[src/hw/rtl/b2da_pkg.sv]
// Shared types and constants for the binary to decimal ASCII formatter.
package b2da_pkg;

    localparam int VALUE_WIDTH_DEF = 64;
    localparam int MAX_DIGITS_DEF  = 20;

    localparam int IN_VALUE_W = 64;
    localparam int COUNT_W    = 5;
    localparam int CHAR_W     = 6;
    localparam int BCD_W      = 4;

    localparam logic [CHAR_W-1:0] ASCII_ZERO = 6'd48;
    localparam logic [BCD_W-1:0]  DABBLE_MIN = 4'd5;
    localparam logic [BCD_W-1:0]  DABBLE_ADD = 4'd3;

    typedef enum logic [2:0] {
        ST_IDLE,
        ST_DABBLE,
        ST_LENGTH,
        ST_EMIT,
        ST_EMPTY
    } b2da_state_t;

    typedef struct packed {
        logic clear;
        logic dabble;
        logic unload;
    } cell_ctrl_t;

endpackage

[src/hw/rtl/b2da_channels.sv]
// Handshake channels for the formatter input and result words.
interface b2da_in_if;
    logic                              valid;
    logic                              ready;
    logic [b2da_pkg::IN_VALUE_W-1:0]   value;
    logic [b2da_pkg::COUNT_W-1:0]      capacity;

    modport source (output valid, output value, output capacity, input ready);
    modport sink   (input valid, input value, input capacity, output ready);
endinterface

interface b2da_out_if;
    logic                              valid;
    logic                              ready;
    logic [b2da_pkg::CHAR_W-1:0]       character;
    logic [b2da_pkg::COUNT_W-1:0]      position;
    logic [b2da_pkg::COUNT_W-1:0]      digit_count;
    logic                              empty_res;
    logic                              last;

    modport source (output valid, output character, output position, output digit_count,
                    output empty_res, output last, input ready);
    modport sink   (input valid, input character, input position, input digit_count,
                    input empty_res, input last, output ready);
endinterface

[src/hw/rtl/binary_to_decimal_ascii_top.sv]
// Top level of the binary to decimal ASCII formatter.
//
// Takes one word of an unsigned value and a digit capacity, and returns its decimal
// digits as ASCII characters, least significant first, one result word per digit.
// Each result carries its buffer position (0 is leftmost), the digit count, and last on
// the word at position 0. The count is the natural decimal length (1 for zero) capped
// at the capacity, which itself saturates at MAX_DIGITS; when the cap applies the low
// digits are kept. A zero capacity gives a single word flagged empty_res. Conversion
// runs in a row of MAX_DIGITS BCD cells fed one value bit per cycle, most significant
// first, with add-3 correction in every cell; the row then shifts its digits down one
// cell per result. A zero capacity skips the conversion and the cell row entirely.
// A new word is taken in the cycle after the final result is registered, while that
// result still waits at the output. Only the low VALUE_WIDTH bits of value are used.
module binary_to_decimal_ascii_top #(
    parameter int VALUE_WIDTH = b2da_pkg::VALUE_WIDTH_DEF,
    parameter int MAX_DIGITS  = b2da_pkg::MAX_DIGITS_DEF
) (
    input  logic       clk,
    input  logic       rst_n,
    b2da_in_if.sink    in_ch,
    b2da_out_if.source out_ch
);
    import b2da_pkg::*;

    localparam int BIT_CNT_W = (VALUE_WIDTH > 1) ? $clog2(VALUE_WIDTH) : 1;

    b2da_state_t state_reg;
    b2da_state_t state_next;

    logic [VALUE_WIDTH-1:0] value_reg;
    logic [BIT_CNT_W-1:0]   bit_cnt_reg;
    logic [COUNT_W-1:0]     cap_reg;
    logic [COUNT_W-1:0]     count_reg;
    logic [COUNT_W-1:0]     pos_reg;
    logic                   overflow_reg;

    logic                   out_valid_reg;
    logic [CHAR_W-1:0]      out_char_reg;
    logic [COUNT_W-1:0]     out_pos_reg;
    logic [COUNT_W-1:0]     out_count_reg;
    logic                   out_empty_reg;
    logic                   out_last_reg;

    cell_ctrl_t             ctrl;
    logic                   accept;
    logic                   slot_free;
    logic                   emit_fire;
    logic                   empty_fire;
    logic [COUNT_W-1:0]     cap_sat;
    logic [COUNT_W-1:0]     len_calc;
    logic [COUNT_W-1:0]     digits_calc;

    logic [BCD_W-1:0]       digit [MAX_DIGITS];
    logic                   carry [MAX_DIGITS];

    // ---------------------------------------------------------------- cell row
    // Cell 0 holds the units digit: it takes the next value bit while converting and
    // drives the result character while unloading; every cell passes its digit down.
    for (genvar i = 0; i < MAX_DIGITS; i++)
    begin : g_cell
        logic             bit_in;
        logic [BCD_W-1:0] digit_in;

        if (i == 0)
        begin : g_first
            assign bit_in = value_reg[VALUE_WIDTH-1];
        end
        else
        begin : g_inner
            assign bit_in = carry[i-1];
        end

        if (i == MAX_DIGITS - 1)
        begin : g_top
            assign digit_in = '0;
        end
        else
        begin : g_below
            assign digit_in = digit[i+1];
        end

        b2da_cell u_cell (
            .clk       (clk),
            .ctrl      (ctrl),
            .bit_in    (bit_in),
            .digit_in  (digit_in),
            .digit     (digit[i]),
            .carry_out (carry[i])
        );
    end

    // ---------------------------------------------------------------- length
    // Highest non-zero digit sets the natural length; a carry lost off the top cell
    // means the value has more digits than the row, so the cap always applies.
    always_comb
    begin
        len_calc = COUNT_W'(1);
        for (int i = 1; i < MAX_DIGITS; i++)
        begin
            if (digit[i] != '0)
            begin
                len_calc = COUNT_W'(i + 1);
            end
        end
        if (overflow_reg)
        begin
            len_calc = COUNT_W'(MAX_DIGITS);
        end
    end

    assign digits_calc = (len_calc > cap_reg) ? cap_reg : len_calc;
    assign cap_sat     = (in_ch.capacity > COUNT_W'(MAX_DIGITS)) ? COUNT_W'(MAX_DIGITS)
                                                                 : in_ch.capacity;

    // ---------------------------------------------------------------- control
    assign slot_free = !out_valid_reg || out_ch.ready;

    always_comb
    begin
        state_next = state_reg;
        unique case (state_reg)
            ST_IDLE:
            begin
                if (in_ch.valid)
                begin
                    state_next = (cap_sat == '0) ? ST_EMPTY : ST_DABBLE;
                end
            end
            ST_DABBLE:
            begin
                if (bit_cnt_reg == '0)
                begin
                    state_next = ST_LENGTH;
                end
            end
            ST_LENGTH:
            begin
                state_next = ST_EMIT;
            end
            ST_EMIT:
            begin
                if (slot_free && pos_reg == '0)
                begin
                    state_next = ST_IDLE;
                end
            end
            ST_EMPTY:
            begin
                if (slot_free)
                begin
                    state_next = ST_IDLE;
                end
            end
            default:
            begin
                state_next = ST_IDLE;
            end
        endcase
    end

    always_comb
    begin
        in_ch.ready = (state_reg == ST_IDLE);
        accept      = in_ch.ready && in_ch.valid;
        emit_fire   = (state_reg == ST_EMIT) && slot_free;
        empty_fire  = (state_reg == ST_EMPTY) && slot_free;
        ctrl.clear  = accept;
        ctrl.dabble = (state_reg == ST_DABBLE);
        ctrl.unload = emit_fire;
    end

    always_ff @(posedge clk or negedge rst_n)
    begin
        if (!rst_n)
        begin
            state_reg <= ST_IDLE;
        end
        else
        begin
            state_reg <= state_next;
        end
    end

    // ---------------------------------------------------------------- datapath
    always_ff @(posedge clk or negedge rst_n)
    begin
        if (!rst_n)
        begin
            bit_cnt_reg  <= '0;
            overflow_reg <= 1'b0;
            pos_reg      <= '0;
        end
        else
        begin
            if (accept)
            begin
                bit_cnt_reg  <= BIT_CNT_W'(VALUE_WIDTH - 1);
                overflow_reg <= 1'b0;
            end
            else if (ctrl.dabble)
            begin
                bit_cnt_reg  <= bit_cnt_reg - BIT_CNT_W'(1);
                overflow_reg <= overflow_reg | carry[MAX_DIGITS-1];
            end

            if (state_reg == ST_LENGTH)
            begin
                pos_reg <= digits_calc - COUNT_W'(1);
            end
            else if (emit_fire)
            begin
                pos_reg <= pos_reg - COUNT_W'(1);
            end
        end
    end

    // hold the value and feed it out most significant bit first
    always_ff @(posedge clk)
    begin
        if (accept)
        begin
            value_reg <= in_ch.value[VALUE_WIDTH-1:0];
            cap_reg   <= cap_sat;
        end
        else if (ctrl.dabble)
        begin
            value_reg <= value_reg << 1;
        end

        if (state_reg == ST_LENGTH)
        begin
            count_reg <= digits_calc;
        end
    end

    // ---------------------------------------------------------------- output register
    always_ff @(posedge clk or negedge rst_n)
    begin
        if (!rst_n)
        begin
            out_valid_reg <= 1'b0;
        end
        else if (emit_fire || empty_fire)
        begin
            out_valid_reg <= 1'b1;
        end
        else if (out_ch.ready)
        begin
            out_valid_reg <= 1'b0;
        end
    end

    always_ff @(posedge clk)
    begin
        if (emit_fire)
        begin
            out_char_reg  <= ASCII_ZERO + CHAR_W'(digit[0]);
            out_pos_reg   <= pos_reg;
            out_count_reg <= count_reg;
            out_empty_reg <= 1'b0;
            out_last_reg  <= (pos_reg == '0);
        end
        else if (empty_fire)
        begin
            out_char_reg  <= '0;
            out_pos_reg   <= '0;
            out_count_reg <= '0;
            out_empty_reg <= 1'b1;
            out_last_reg  <= 1'b1;
        end
    end

    assign out_ch.valid       = out_valid_reg;
    assign out_ch.character   = out_char_reg;
    assign out_ch.position    = out_pos_reg;
    assign out_ch.digit_count = out_count_reg;
    assign out_ch.empty_res   = out_empty_reg;
    assign out_ch.last        = out_last_reg;

    // ---------------------------------------------------------------- assertions
    a_empty_word: assert property (@(posedge clk) disable iff (!rst_n)
        out_valid_reg && out_empty_reg |-> out_last_reg && out_count_reg == '0)
        else $error("empty result word without last or with a digit count");

    a_digit_word: assert property (@(posedge clk) disable iff (!rst_n)
        out_valid_reg && !out_empty_reg |->
            out_pos_reg < out_count_reg && out_char_reg >= ASCII_ZERO
            && out_char_reg <= ASCII_ZERO + CHAR_W'(9))
        else $error("digit result word out of range");

    a_last_at_zero: assert property (@(posedge clk) disable iff (!rst_n)
        out_valid_reg && !out_empty_reg |-> out_last_reg == (out_pos_reg == '0))
        else $error("last flag disagrees with position");

    a_emit_bound: assert property (@(posedge clk) disable iff (!rst_n)
        state_reg == ST_EMIT |-> pos_reg < count_reg && count_reg <= cap_reg)
        else $error("unload position beyond digit count");

    a_busy_after_take: assert property (@(posedge clk) disable iff (!rst_n)
        accept |=> !in_ch.ready)
        else $error("new word taken before the previous item finished");

endmodule

[src/hw/rtl/b2da_cell.sv]
// One BCD digit cell of the shift-add-3 row.
module b2da_cell (
    input  logic                        clk,
    input  b2da_pkg::cell_ctrl_t        ctrl,
    input  logic                        bit_in,
    input  logic [b2da_pkg::BCD_W-1:0]  digit_in,
    output logic [b2da_pkg::BCD_W-1:0]  digit,
    output logic                        carry_out
);
    import b2da_pkg::*;

    logic [BCD_W-1:0] digit_reg;
    logic [BCD_W-1:0] digit_next;
    logic [BCD_W-1:0] adjusted;

    // add three before the shift so the digit carries at ten
    assign adjusted  = (digit_reg >= DABBLE_MIN) ? digit_reg + DABBLE_ADD : digit_reg;
    assign carry_out = adjusted[BCD_W-1];
    assign digit     = digit_reg;

    always_comb
    begin
        priority if (ctrl.clear)
        begin
            digit_next = '0;
        end
        else if (ctrl.dabble)
        begin
            digit_next = {adjusted[BCD_W-2:0], bit_in};
        end
        else if (ctrl.unload)
        begin
            digit_next = digit_in;
        end
        else
        begin
            digit_next = digit_reg;
        end
    end

    always_ff @(posedge clk)
    begin
        digit_reg <= digit_next;
    end

endmodule

[src/flat_wrapper.sv]
// flat-port wrapper written by rule: the top's interface ports become plain ports
module binary_to_decimal_ascii_top_flat import b2da_pkg::*;
#(
    parameter int VALUE_WIDTH = b2da_pkg::VALUE_WIDTH_DEF,
    parameter int MAX_DIGITS  = b2da_pkg::MAX_DIGITS_DEF
)
  (clk, rst_n, in_ch_valid, in_ch_value, in_ch_capacity, in_ch_ready, out_ch_valid, out_ch_character, out_ch_position, out_ch_digit_count, out_ch_empty_res, out_ch_last, out_ch_ready);
  b2da_in_if in_ch_i ();
  b2da_out_if out_ch_i ();
  input  logic clk;
  input  logic rst_n;
  input wire logic [$bits(in_ch_i.valid)-1:0] in_ch_valid;
  input wire logic [$bits(in_ch_i.value)-1:0] in_ch_value;
  input wire logic [$bits(in_ch_i.capacity)-1:0] in_ch_capacity;
  output wire logic [$bits(in_ch_i.ready)-1:0] in_ch_ready;
  output wire logic [$bits(out_ch_i.valid)-1:0] out_ch_valid;
  output wire logic [$bits(out_ch_i.character)-1:0] out_ch_character;
  output wire logic [$bits(out_ch_i.position)-1:0] out_ch_position;
  output wire logic [$bits(out_ch_i.digit_count)-1:0] out_ch_digit_count;
  output wire logic [$bits(out_ch_i.empty_res)-1:0] out_ch_empty_res;
  output wire logic [$bits(out_ch_i.last)-1:0] out_ch_last;
  input wire logic [$bits(out_ch_i.ready)-1:0] out_ch_ready;
  assign in_ch_i.valid = in_ch_valid;
  assign in_ch_i.value = in_ch_value;
  assign in_ch_i.capacity = in_ch_capacity;
  assign in_ch_ready = in_ch_i.ready;
  assign out_ch_valid = out_ch_i.valid;
  assign out_ch_character = out_ch_i.character;
  assign out_ch_position = out_ch_i.position;
  assign out_ch_digit_count = out_ch_i.digit_count;
  assign out_ch_empty_res = out_ch_i.empty_res;
  assign out_ch_last = out_ch_i.last;
  assign out_ch_i.ready = out_ch_ready;
  binary_to_decimal_ascii_top #(.VALUE_WIDTH(VALUE_WIDTH), .MAX_DIGITS(MAX_DIGITS)) u_core (.clk(clk), .rst_n(rst_n), .in_ch(in_ch_i), .out_ch(out_ch_i));
endmodule
[config.mk]
export PLATFORM = sky130hd
export DESIGN_NAME = binary_to_decimal_ascii_top_flat
export DESIGN_NICKNAME = d
export VERILOG_FILES = /design/src/hw/rtl/b2da_pkg.sv /design/src/hw/rtl/b2da_channels.sv /design/src/hw/rtl/binary_to_decimal_ascii_top.sv /design/src/hw/rtl/b2da_cell.sv /design/src/flat_wrapper.sv
export SDC_FILE = /design/constraint.sdc
export NUM_CORES = 1
export LEC_CHECK = 0
export ABC_AREA = 1
export ABC_CLOCK_PERIOD_IN_PS = 4800
export BUFFER_PORTS_ARGS = -buffer_cell sky130_fd_sc_hd__clkbuf_2
export CORE_UTILIZATION = 60
export CTS_CLUSTER_SIZE = 28
export DETAILED_ROUTE_END_ITERATION = 12
export PLACE_DENSITY_LB_ADDON = 0.3
export SETUP_SLACK_MARGIN = 0.3
export SLEW_MARGIN = 20
export SYNTH_ARGS = -nofsm -noshare
export SYNTH_HDL_FRONTEND = slang
export SYNTH_SLANG_ARGS = --single-unit
[constraint.sdc]
create_clock -name clk -period 4.8 [get_ports clk]
set_clock_uncertainty 0.1 [all_clocks]
set_input_delay 0.24 -clock clk [delete_from_list [all_inputs] [get_ports clk]]
set_output_delay 0.24 -clock clk [all_outputs]
set_load 0.02 [all_outputs]
==> summary.md <==
| Metric | Value |
|---|---|
| Routed length per instance | 15.49 um |
| Worst Path Max Fanout | 9 |
| Commonest non-fill, non-tap cell in the layout | nand2_1 |
| Design Area, Final | 12020 um^2 |
| ANT cells | 0 |
| Rows | 47 |
| # setup viols final | 0 |
| Net switching power | 2200 uW |
| Starting Density | 61.36% |
| FFs w/ async S/R, synth | 8.556% |
| Residual DRC count | 0 |
| CTS Buf Count | 17 |
| First-pass GRT wire length | 40580 um |
| Initial antenna violation count | 0 |
| Status | finished clean |
| Die height | 132.2 um |
| Max frequency | 0.2519 GHz |
| Syn Inst Count | 1220 |
| DRT Pass-1 Iters | 8 |
| Worst Setup End Kind | flip-flop |
| WS Path Type | reg2reg |
| Vias/cell | 5.739 |
| Comb pwr share | 35.3% |
| Cell mode on critical path | nand2_1 |
| Seq/Total Area, Yosys | 46.43% |
| All-Layer GR Usage | 28.68% |
| Clock-pin slew on the worst setup and hold paths | 70 ps |
| Synth cell types | 45 |
| Leakage | 0.005409 uW |
| Startpoint types | flip-flop |
| Max reg flops | 80 |
| Postcts setup bufs | 0 |
| Dpl cell area | 10750 um^2 |
| Detail Placement HPWL | 13800 um |
| Sequential share of power | 39.9% |
| Setup TNS | 0 ps |
| 1st-iter DRT viols | 811 |
| Clock Tree Buf Depth | 2 |
| Post-synth EDFFs | 90 |
| FF-to-FF setup slack | 830 ps |
| Top FF cell, synth | edfxtp_1 |
| Worst reg-to-reg path cell count | 38 |
| RSZ-0062 raised after global routing | false |
| Final worst path period share | 82.72% |
| Yosys reg bits | 187 |
| Area growth, synth to finish | 18.13% |
| WL final | 24430 um |
| Crit path time final | 3971 ps |
| CP Capture Point | u_core.pos_reg[4]$_DFFE_PN0P_ |
| RePlAce Congestion | 0.8518 |
| DIE AREA | 17480 um^2 |
| R2R Path End | u_core.pos_reg[4]$_DFFE_PN0P_ |
| Largest net degree at the start of global routing | 110 |
| Core region area | 16580 um^2 |
| R2r startpoint | u_core.g_cell[2].u_cell.digit[0]$_SDFFE_PP0P_ |
| # Max-Cap Violations | 0 |
| Most frequent cells in the layout | nand2_1 (277), o21ai_0 (154), inv_1 (123), clkbuf_2 (92), edfxtp_1 (90) |
| Clock Sinks | 187 |
| CP required | 5060 ps |
| # IOs | 93 |
| Power Dens Cells | 501.0 nW/um^2 |
| Post-Syn Area | 10170 um^2 |
| Quantity of I/O buffers inserted on ports | 92 |
| Int Pwr | 3821 uW |
| Fin. Hold Viols | 0 |
| GR Overflow Total | 0 |
| Synthesized Nets | 1344 |
| Synth warn | 0 |
| Root Buffer | clkbuf_16 |
| Vias in the first global route | 8623 |
| Hold/Removal Path Class | in2reg |
| Clock share of power | 24.8% |
| Fin cells | 1577 |
| Slowest-stage cell, CP | dfxtp_1 |
| Dpl cells | 1480 |
| Sw Share | 36.54% |
| CP startpoint | u_core.g_cell[2].u_cell.digit[0]$_SDFFE_PP0P_ |
| NumNets Final | 1468 |
| Crit path DAT | 4230 ps |
| Worst Hold Depth | 3 |
| Slew @ Worst Pin | 1034 ps |
| Antenna viol nets, final | 0 |
| Max rail drop VDD | 0.0003288 V |
| Chip width | 132.2 um |
| Fin. max-slew vios | 0 |
| CTS tree | yes |
| Latest clock arrival within the worst-skew pair | 450 ps |
| Slew headroom | 30.93% |
| DR vias | 9051 |
| Avg Cell Area, Syn | 8.340 um^2 |
| Slowest stage delay, CP | 410 ps |
| Share of layout cells above drive strength 1 | 14.52% |
| H-tree Lvls | 4 |
area by class of cell:
type,instances,area (um^2)
inverters,153,576.8
well taps,220,275.3
multi-input cells,820,4658
fillers,1244,4564
flip-flops and latches,187,4725
clock buffers,18,429.2
clock inverters,14,183.9
repair buffers,165,1171
critical path: cells and delay by family, from the launching register on:
| kind | cells | cell delay, ps |
|---|---|---|
| adders and majority gates | 3 | 630 |
| buffers and inverters | 2 | 120 |
| and+or+nand+nor | 28 | 1980 |
| AOI/OAI and AO/OA | 5 | 640 |
| DFF | 1 | 410 |
metrics by stage:
step	utilization, %	hold WS, ps	power [uW]	worst slack [ps]
final	72.48	35.92	6021	829.5
after global routing	72.48	48.35	6472	361.8
after global placement	64.83	90.52	4400	996.6
after CTS	72.45	20.52	5993	753.2
after detailed placement	64.83	94.39	4470	858.5
after floorplan	-	-155.6	4021	1217
cell usage after synthesis, types with 2 or more instances:
cell type / n / area (um^2)
o21bai_1: 2 / 15.01
inv_2: 28 / 105.1
o21ai_0: 154 / 770.7
o22ai_1: 14 / 87.58
inv_1: 125 / 469.2
o211ai_1: 3 / 22.52
nand2_2: 6 / 37.54
nor3_4: 2 / 32.53
nor2_4: 5 / 56.30
nand2_1: 279 / 1047
edfxtp_1: 90 / 2703
nand3_1: 36 / 180.2
a22oi_1: 2 / 15.01
nor2_2: 6 / 37.54
dfxtp_1: 81 / 1622
dfrtp_1: 16 / 400.4
ha_1: 51 / 638.1
a21oi_1: 60 / 300.3
xor2_1: 18 / 157.7
nand2_4: 3 / 33.78
a221oi_1: 67 / 586.8
o31ai_1: 14 / 105.1
nor3_1: 10 / 50.05
a31oi_1: 3 / 18.77
buf_1: 9 / 33.78
o21ai_1: 11 / 55.05
nor2_1: 50 / 187.7
a2111oi_0: 3 / 26.28
clkbuf_1: 46 / 172.7
nand3_2: 2 / 20.02
nand4_1: 3 / 18.77
buf_2: 4 / 20.02
a211oi_1: 3 / 22.52
o21ai_2: 3 / 26.28
cells by family after synthesis:
| family | Yosys count | synth area share (%) |
|---|---|---|
| buffers and inverters | 213 | 7.944 |
| adder cells (fa/ha/maj) | 51 | 6.272 |
| flip-flops | 187 | 46.43 |
| XOR/XNOR | 18 | 1.549 |
| AND/OR/NAND/NOR | 407 | 17.11 |
| AO/OA/AOI/OAI | 344 | 20.70 |
how the worst min path moves through the flow:
stage                                              endpoint         startpoint  slack (ps)
after CTS                    u_core.value_reg[20]$_DFFE_PP_    in_ch_value[20]          20
after detailed placement      u_core.pos_reg[1]$_DFFE_PN0P_              rst_n          90
final                           u_core.cap_reg[1]$_DFFE_PP_  in_ch_capacity[1]          40
after floorplan           u_core.bit_cnt_reg[0]$_DFFE_PN0P_              rst_n        -160
after global routing      u_core.value_reg[0]$_SDFFCE_PN0P_     in_ch_value[0]          50
after global placement        u_core.pos_reg[4]$_DFFE_PN0P_              rst_n          90
layer usage:
layer  vias up  global-route usage, %  share of wire (%)
li1       4443                      -                  -
met1      4235                  36.29                 43
met2       332                  49.65                 50
met3        41                  5.498                5.6
met4         0                  8.876                1.9
met5         -                      0                  0
power groups by stage:
| stage | sequential (uW) | combinational, uW | clock [uW] |
|---|---|---|---|
| after detailed placement | 2420 | 2050 | 0 |
| after global placement | 2410 | 1990 | 0 |
| after global routing | 2450 | 2450 | 1560 |
| final | 2400 | 2130 | 1490 |
| after floorplan | 2320 | 1700 | 0 |
| after CTS | 2390 | 2110 | 1490 |
timing repair:
action | 4_1_cts | 5_1_grt
hold buffers | 65 | 0
endpoints found under the setup margin | 0 | 1
endpoints found under the hold margin | 80 | 0
resized for setup | 0 | 1
No activity file was read; power rests on OpenSTA's default activity.
